==> src/rtl/ssdc_ram.sv <==
// Generic single-port-write, single-read synchronous RAM with registered read.
// No dependencies.
module ssdc_ram #(
    parameter int WIDTH = 8,
    parameter int DEPTH = 16
) (
    input  logic                     clk,
    input  logic                     we,
    input  logic [$clog2(DEPTH)-1:0] waddr,
    input  logic [WIDTH-1:0]         wdata,
    input  logic [$clog2(DEPTH)-1:0] raddr,
    output logic [WIDTH-1:0]         rdata
);
    logic [WIDTH-1:0] mem [DEPTH];

    always_ff @(posedge clk)
    begin
        if (we)
        begin
            mem[waddr] <= wdata;
        end
        rdata <= mem[raddr];
    end
endmodule

==> config.mk <==
export PLATFORM = sky130hd
export DESIGN_NAME = ssdc_ram
export DESIGN_NICKNAME = d
export VERILOG_FILES = /design/src/rtl/ssdc_ram.sv
export SDC_FILE = /design/constraint.sdc
export NUM_CORES = 1
export LEC_CHECK = 0
export ABC_AREA = 1
export BUFFER_PORTS_ARGS = -buffer_cell sky130_fd_sc_hd__clkbuf_2
export CORE_UTILIZATION = 55
export CTS_CLUSTER_SIZE = 20
export DETAILED_ROUTE_END_ITERATION = 12
export PLACE_DENSITY_LB_ADDON = 0.12
export RECOVER_POWER = 50
export SYNTH_ARGS = -nofsm -noshare
export SYNTH_HDL_FRONTEND = slang
export SYNTH_SLANG_ARGS = --single-unit
==> constraint.sdc <==
create_clock -name clk -period 0.95 [get_ports clk]
set_input_delay 0.095 -clock clk [delete_from_list [all_inputs] [get_ports clk]]
set_output_delay 0.095 -clock clk [all_outputs]
set_load 0.01 [all_outputs]
==> results of run 1 <==
## power breakdown
part           switching, mW  internal (mW)  total, mW  leakage (nW)
Clock                   2.39           4.33       6.72         0.291
Sequential            0.0431           6.72       6.76          1.22
Combinational          0.652          0.350       1.00          1.56
Total                   3.09           11.4       14.5          3.08
## cells by family after synthesis
kind of cell           Yosys count
and+or+nand+nor                289
DFF                            136
buffers and inverters          126
## metal layers
metal / wire length, um / track usage / part of all wire / up-vias
li1: - / - / - / 1873
met1: 5800 / 0.348 / 0.45 / 1809
met2: 6000 / 0.395 / 0.47 / 124
met3: 705 / 0.0652 / 0.055 / 23
met4: 315 / 0.115 / 0.025 / 0
met5: 0 / 0 / 0 / -
## sequential cells by signal, indices dropped and copies added (netlist names)
register	flops
mem	128
rdata	8
## repair_timing
item / 4_1_cts / 5_1_grt
setup endpoints to repair: 15 / 16
pin swaps: 0 / 31
resized for setup: 15 / 55
## layout by cell type (no fill, tap or decap), drive strengths merged
master	synthesis	routed
buf	24	38
bufinv	0	4
clkbuf	0	37
clkinv	0	4
clkinvlp	0	3
dfxtp	8	8
edfxtp	128	128
inv	102	103
nand2	173	173
nand3	97	97
nand3b	2	2
nor2	17	17
## worst max-delay path by stage
| stage | startpoint | to | slack [ns] | cells after the start |
|---|---|---|---|---|
| after floorplan | waddr[2] | mem[10][0] | -0.1 | 2 |
| after global placement | raddr[0] | rdata[7] | -0.24 | 8 |
| after detailed placement | raddr[0] | rdata[7] | -0.24 | 8 |
| after CTS | rdata[6] | rdata[6] | -0.15 | 1 |
| after global routing | rdata[6] | rdata[6] | -0.15 | 1 |
| final | rdata[0] | rdata[0] | -0.12 | 1 |
## layout make-up
| type | count | area, sq um | area share |
|---|---|---|---|
| Sequential cell | 136 | 4010 | 0.564 |
| Timing Repair Buffer | 55 | 469 | 0.0660 |
| Clock inverter | 12 | 175 | 0.0246 |
| Inverter | 102 | 383 | 0.0538 |
| Multi-Input combinational cell | 289 | 1470 | 0.207 |
| Clock buffer | 20 | 435 | 0.0612 |
| Tap cell | 136 | 170 | 0.0239 |
## cells in the mapped netlist, drive strengths merged
| cell type | count | area [sq um] |
|---|---|---|
| buf | 24 | 166 |
| dfxtp | 8 | 160 |
| edfxtp | 128 | 3840 |
| inv | 102 | 383 |
| nand2 | 173 | 649 |
| nand3 | 97 | 485 |
| nand3b | 2 | 15.0 |
| nor2 | 17 | 63.8 |
==> reports/qor.log, run 1 <==
qor: synthesis.yosysUniqueCellTypes 12
qor: worst_setup_path.timing.critical_path.slowest_stage_cell dfxtp_2
qor: synthesis.synth_adder_area_share 0
qor: routing.drt-initial-drc-count 276
qor: status.status finished with violations
qor: synthesis.synth.cell_area 5770 sq um
qor: status.failed_checks negative setup slack
qor: clocking.ctsHtreeMaxLevel 4
qor: routing.drtAntennaViolNets 0
qor: finish.diodes 0
qor: finish.final_nets 619
qor: placed_design.dp_slack -0.240 ns
qor: routing.vias 3829
qor: worst_setup_path.end_kind output pin
qor: clocking.clkLatencyLatePin 0.53 ns
qor: synthesis.synth_compound_area_frac 0
qor: power.ir_drop 1.39 mV
qor: synthesis.avgSynthCellArea 10.5 sq um
qor: worst_setup_path.worst_ep_required_time 0.85 ns
qor: global_route.grt_remaining_overflow 0
qor: hold_path.hold_path_startpoint raddr[3]
qor: timing.timing.final.max_slew_violations 0
qor: worst_setup_path.reg2reg_from mem[1][7]
qor: timing.hold_ws 0.0217 ns
qor: placed_design.post-dp-hpwl 7.89 mm
qor: run.maxCapViolations 0
qor: timing.postLayoutSetupSlackWorst -0.118 ns
qor: global_route.grt_pass1_vias 3786
qor: routing.drt_pass1_iterations 4
qor: finish.layout.core_utilization 0.695
qor: worst_setup_path.critical-path-top-delay-family flip-flops
qor: hold_path.number_of_cells_on_the_worst_hold_path 4
qor: global_route.global_route_wire_length_before_repair 20.3 mm
qor: finish.proportion_of_layout_cells_with_a_drive_suffix_above_1 0.233
qor: floorplanning.core_area 10200 sq um
qor: global_route.grt_use_total 0.257
qor: placed_design.detailed_place.area 6240 sq um
qor: worst_setup_path.criticalPathCategory register to output pin
qor: timing.period_needed 1.07 ns
qor: synthesis.dominant_combinational_cell_family_by_area_after_synthesis simple AND/OR/NAND/NOR gates
qor: placed_design.port_buffers 25
qor: floorplanning.die_y 104 um
qor: worst_setup_path.setup.reg_to_reg.worst_slack 0 ns
qor: worst_setup_path.cp_cell_sequence buf_8
qor: placed_design.gp_congestion 0.815
qor: synthesis.postSynthRegisterBits 136
qor: timing.maxClockFrequency 0.936 GHz
qor: clocking.clk_pin_slew_worst_paths 0.06 ns
qor: floorplanning.placementRows 37
qor: clocking.clock_tree_from_tritoncts done
qor: routing.post_drt_wl_per_cell 17.1 um
qor: worst_setup_path.number_of_buffers_and_inverters_on_the_critical_path 1
qor: worst_setup_path.timing.critical_path.fanout_max 1
qor: synthesis.synthesis.nets 569
qor: hold_path.hold_end rdata[6]
qor: synthesis.synth.yosys.warnings 0
qor: timing.post-route-period-util 1.12
qor: finish.area_growth_syn_to_layout 23.3%
qor: worst_setup_path.critPathArrivalTime 0.97 ns
qor: power.power 14.5 mW
qor: clocking.cts_inserted_buffers 17
qor: synthesis.synth_xor_xnor_area_share 0
qor: routing.vias_per_cell 5.11
qor: worst_setup_path.reg2reg_depth 6
qor: timing.grt_setup_unrepaired yes
qor: clocking.clock_tree.buffer_depth 2
qor: timing.finalClockSkew 0.0101 ns
qor: power.pwr_per_cell_area 2040 nW/um^2
qor: synthesis.synth_simple_gate_area_frac 0.210
qor: worst_setup_path.worst_setup_path_start_kind register
qor: routing.remaining_drc_errors 0
qor: timing.setup_total_negative_slack -0.798 ns
qor: timing.setup_violations 8
qor: synthesis.synth_sequential_area_ratio 0.694
qor: hold_path.holdCritPathClass primary input to register
qor: power.static-leakage-power 3.08 nW
qor: global_route.grt_start_max_net_pins 44
qor: routing.postRouteWirelength 12.8 mm
qor: finish.filler_cell_count 751
qor: clocking.cts_setup_buffers 0
qor: floorplanning.die_width 104 um
qor: floorplanning.effective_utilization_at_floorplan 0.564
qor: floorplanning.die_area 10900 sq um
qor: clocking.ctsRootBufferMaster clkbuf_8
qor: timing.timing_hold_violations_final 0
qor: finish.post-route-cell-area 7110 sq um
qor: finish.final_cells 750
qor: floorplanning.io-pin-count 26
qor: timing.max_slew.worst_pin.slew 0.888 ns
qor: global_route.antenna_found_initial 0
qor: worst_setup_path.regToRegEndpoint rdata[7]
qor: placed_design.dp_cells 718
qor: timing.worst_slew_margin_rel 0.408
qor: synthesis.postSynthCellCount 551
qor: clocking.clock_sink_count 136
qor: worst_setup_path.critical_path.max_stage_delay 0.33 ns
qor: synthesis.synth_mux_area_frac 0
qor: clocking.cts.hold.buffers_added 0
No activity file was read; power rests on OpenSTA's default activity.
==> run 2: changes to the inputs <==
--- a/config.mk
+++ b/config.mk
@@ -12,6 +12,7 @@
 export DETAILED_ROUTE_END_ITERATION = 12
 export PLACE_DENSITY_LB_ADDON = 0.12
 export RECOVER_POWER = 50
+export SETUP_SLACK_MARGIN = 0.02
 export SYNTH_ARGS = -nofsm -noshare
 export SYNTH_HDL_FRONTEND = slang
 export SYNTH_SLANG_ARGS = --single-unit
==> run 2 against run 1 <==
- the run still ends with negative setup slack left
- sequential share of layout area shrank 0.12 points
- worst setup slack is essentially flat
- register-to-register slack is essentially flat
- maximum frequency is essentially flat
- count of clock-buffer cells in the layout is the same
- die area is the same
- core utilization grew 0.15 points
- global-route usage grew 0.083 points
- combinational power is essentially flat
- clock skew grew 0.00052 ns
- hold slack gained 0.0032 ns
- via count shrank 0.52%
- critical endpoint unchanged
- largest cell class unchanged
==> reports/qor.log, run 2 (synthesized netlist as in run 1, its figures left out) <==
qor: worst_setup_path.criticalPathCategory register to output pin
qor: floorplanning.die_width 104 um
qor: finish.area_growth_syn_to_layout 23.6%
qor: finish.layout.cells.most_common nand2_1
qor: power.sw_frac_of_total 0.214
qor: worst_setup_path.setup.reg_to_reg.worst_slack -0.01 ns
qor: timing.max_slew.worst_pin.slew 0.881 ns
qor: worst_setup_path.end_kind output pin
qor: power.combinational_cell_fraction_of_total_power 0.070
qor: floorplanning.effective_utilization_at_floorplan 0.564
qor: timing.grt_setup_unrepaired yes
qor: clocking.clock_tree_from_tritoncts done
qor: hold_path.hold_path_startpoint raddr[3]
qor: finish.proportion_of_layout_cells_with_a_drive_suffix_above_1 0.238
qor: timing.finalClockSkew 0.0106 ns
qor: timing.hold_ws 0.0249 ns
qor: power.static-leakage-power 3.08 nW
qor: routing.drtAntennaViolNets 0
qor: worst_setup_path.number_of_buffers_and_inverters_on_the_critical_path 1
qor: routing.drt-initial-drc-count 264
qor: global_route.grt_remaining_overflow 0
qor: routing.vias 3809
qor: routing.vias_per_cell 5.08
qor: global_route.antenna_found_initial 0
qor: floorplanning.die_y 104 um
qor: worst_setup_path.critical_path.max_stage_delay 0.33 ns
qor: worst_setup_path.timing.critical_path.fanout_max 1
qor: timing.maxClockFrequency 0.936 GHz
qor: worst_setup_path.worst_ep_required_time 0.85 ns
qor: clocking.clkLatencyLatePin 0.53 ns
qor: finish.post-route-cell-area 7130 sq um
qor: finish.max_flop_register mem
qor: global_route.grt_start_max_net_pins 44
qor: power.power 14.5 mW
qor: placed_design.gp_congestion 0.815
qor: power.internal_power 11.4 mW
qor: timing.setup_total_negative_slack -0.802 ns
qor: worst_setup_path.regToRegEndpoint rdata[7]
qor: status.status finished with violations
qor: timing.postLayoutSetupSlackWorst -0.118 ns
qor: clocking.clk_pin_slew_worst_paths 0.06 ns
qor: routing.postRouteWirelength 12.8 mm
qor: routing.remaining_drc_errors 0
qor: hold_path.number_of_cells_on_the_worst_hold_path 4
qor: worst_setup_path.critPathArrivalTime 0.97 ns
qor: clocking.ctsRootBufferMaster clkbuf_8
qor: finish.final_nets 619
qor: worst_setup_path.timing.critical_path.slowest_stage_cell dfxtp_2
qor: global_route.grt_pass1_vias 3778
qor: hold_path.holdCritPathClass primary input to register
qor: power.pwr_per_cell_area 2030 nW/um^2
qor: clocking.clock_tree.buffer_depth 2
qor: run.maxCapViolations 0
qor: timing.post-route-period-util 1.12
qor: floorplanning.placementRows 37
qor: worst_setup_path.reg2reg_from mem[1][7]
qor: worst_setup_path.worst_setup_path_start_kind register
qor: routing.post_drt_wl_per_cell 17.1 um
qor: worst_setup_path.timing.critical_path.depth 1
qor: power.ir_drop 1.39 mV
qor: global_route.grt_use_total 0.258
qor: power.p_sw 3.09 mW
qor: placed_design.port_buffers 25
qor: finish.layout.core_utilization 0.697
qor: global_route.global_route_wire_length_before_repair 20.4 mm
qor: timing.setup_violations 9
qor: floorplanning.die_area 10900 sq um
qor: clocking.clock_sink_count 136
qor: power.clock_share_of_power 0.464
qor: clocking.cts_setup_buffers 0
qor: worst_setup_path.reg2reg_depth 6
qor: clocking.cts.hold.buffers_added 0
qor: timing.worst_slew_margin_rel 0.413
qor: floorplanning.core_area 10200 sq um
qor: timing.timing.final.max_slew_violations 0
qor: worst_setup_path.critical-path-top-delay-family flip-flops
qor: clocking.ctsHtreeMaxLevel 4
qor: placed_design.post-dp-hpwl 7.89 mm
qor: timing.period_needed 1.07 ns
qor: timing.timing_hold_violations_final 0
qor: finish.largest_register_ff_count 128
qor: routing.drt_pass1_iterations 4
qor: finish.final_cell_mix 166 x nand2_1, 128 x edfxtp_1, 98 x inv_1
qor: finish.diodes 0
qor: placed_design.detailed_place.area 6240 sq um
qor: worst_setup_path.cp_cell_sequence buf_8
qor: status.failed_checks negative setup slack
qor: hold_path.hold_end rdata[6]
qor: finish.largest_registers mem (128), rdata (8)
qor: floorplanning.io-pin-count 26
qor: clocking.cts_inserted_buffers 17
qor: power.share_seq_of_total_power 0.466
-- run 2: cell counts in the layout (fill, tap and decap cells not counted) --
Identical to the previous run, type by type.
-- run 2: cell type report --
class	instances	area [sq um]
Timing Repair Buffer	55	469
Fill cell	752	3100
Clock buffer	20	435
Multi-Input combinational cell	289	1490
Sequential cell	136	4010
Tap cell	136	170
Clock inverter	12	175
Inverter	102	383
-- run 2: how the worst max path moves through the flow --
stage / from / to / slack (ns)
3_5_place_dp: raddr[0] / rdata[7] / -0.24
2_1_floorplan: waddr[2] / mem[10][0] / -0.1
5_1_grt: rdata[6] / rdata[6] / -0.15
6_report: rdata[0] / rdata[0] / -0.12
3_3_place_gp: raddr[0] / rdata[7] / -0.24
4_1_cts: rdata[6] / rdata[6] / -0.15
-- run 2: power by group through the flow --
stage	logic (mW)	clock network (mW)	registers, mW
final	1.01	6.72	6.76
after global routing	1.10	7.03	6.77
after CTS	0.940	6.78	6.75
after detailed placement	0.896	0	6.87
after global placement	0.883	0	6.87
after floorplan	0.478	0	6.88
-- run 2: worst min-delay path, stage by stage --
cell and delay [ns]:
clkbuf_2 0.10, buf_4 0.19, nand3_2 0.08, nand2_1 0.04
-- run 2: per-layer routing --
metal  GRT usage  wire length, um  share of wire  vias up
met3      0.0652              705          0.055       19
met5           0                0              0        -
met2       0.397             6120           0.48      111
met1       0.349             5750           0.45     1807
met4       0.113              269          0.021        0
li1            -                -              -     1872
-- run 2: timing repair --
| item | 4_1_cts | 5_1_grt |
|---|---|---|
| pin swaps | 3 | 32 |
| resized for setup | 21 | 52 |
| setup endpoints to repair | 16 | 16 |
-- run 2: per-stage QoR --
| stage | cells | worst slack (ns) |
|---|---|---|
| floorplan | 551 | -0.0958 |
| global placement | 718 | -0.239 |
| detailed placement | 718 | -0.240 |
| CTS | 750 | -0.150 |
| global route | 750 | -0.153 |
| finish | 750 | -0.118 |
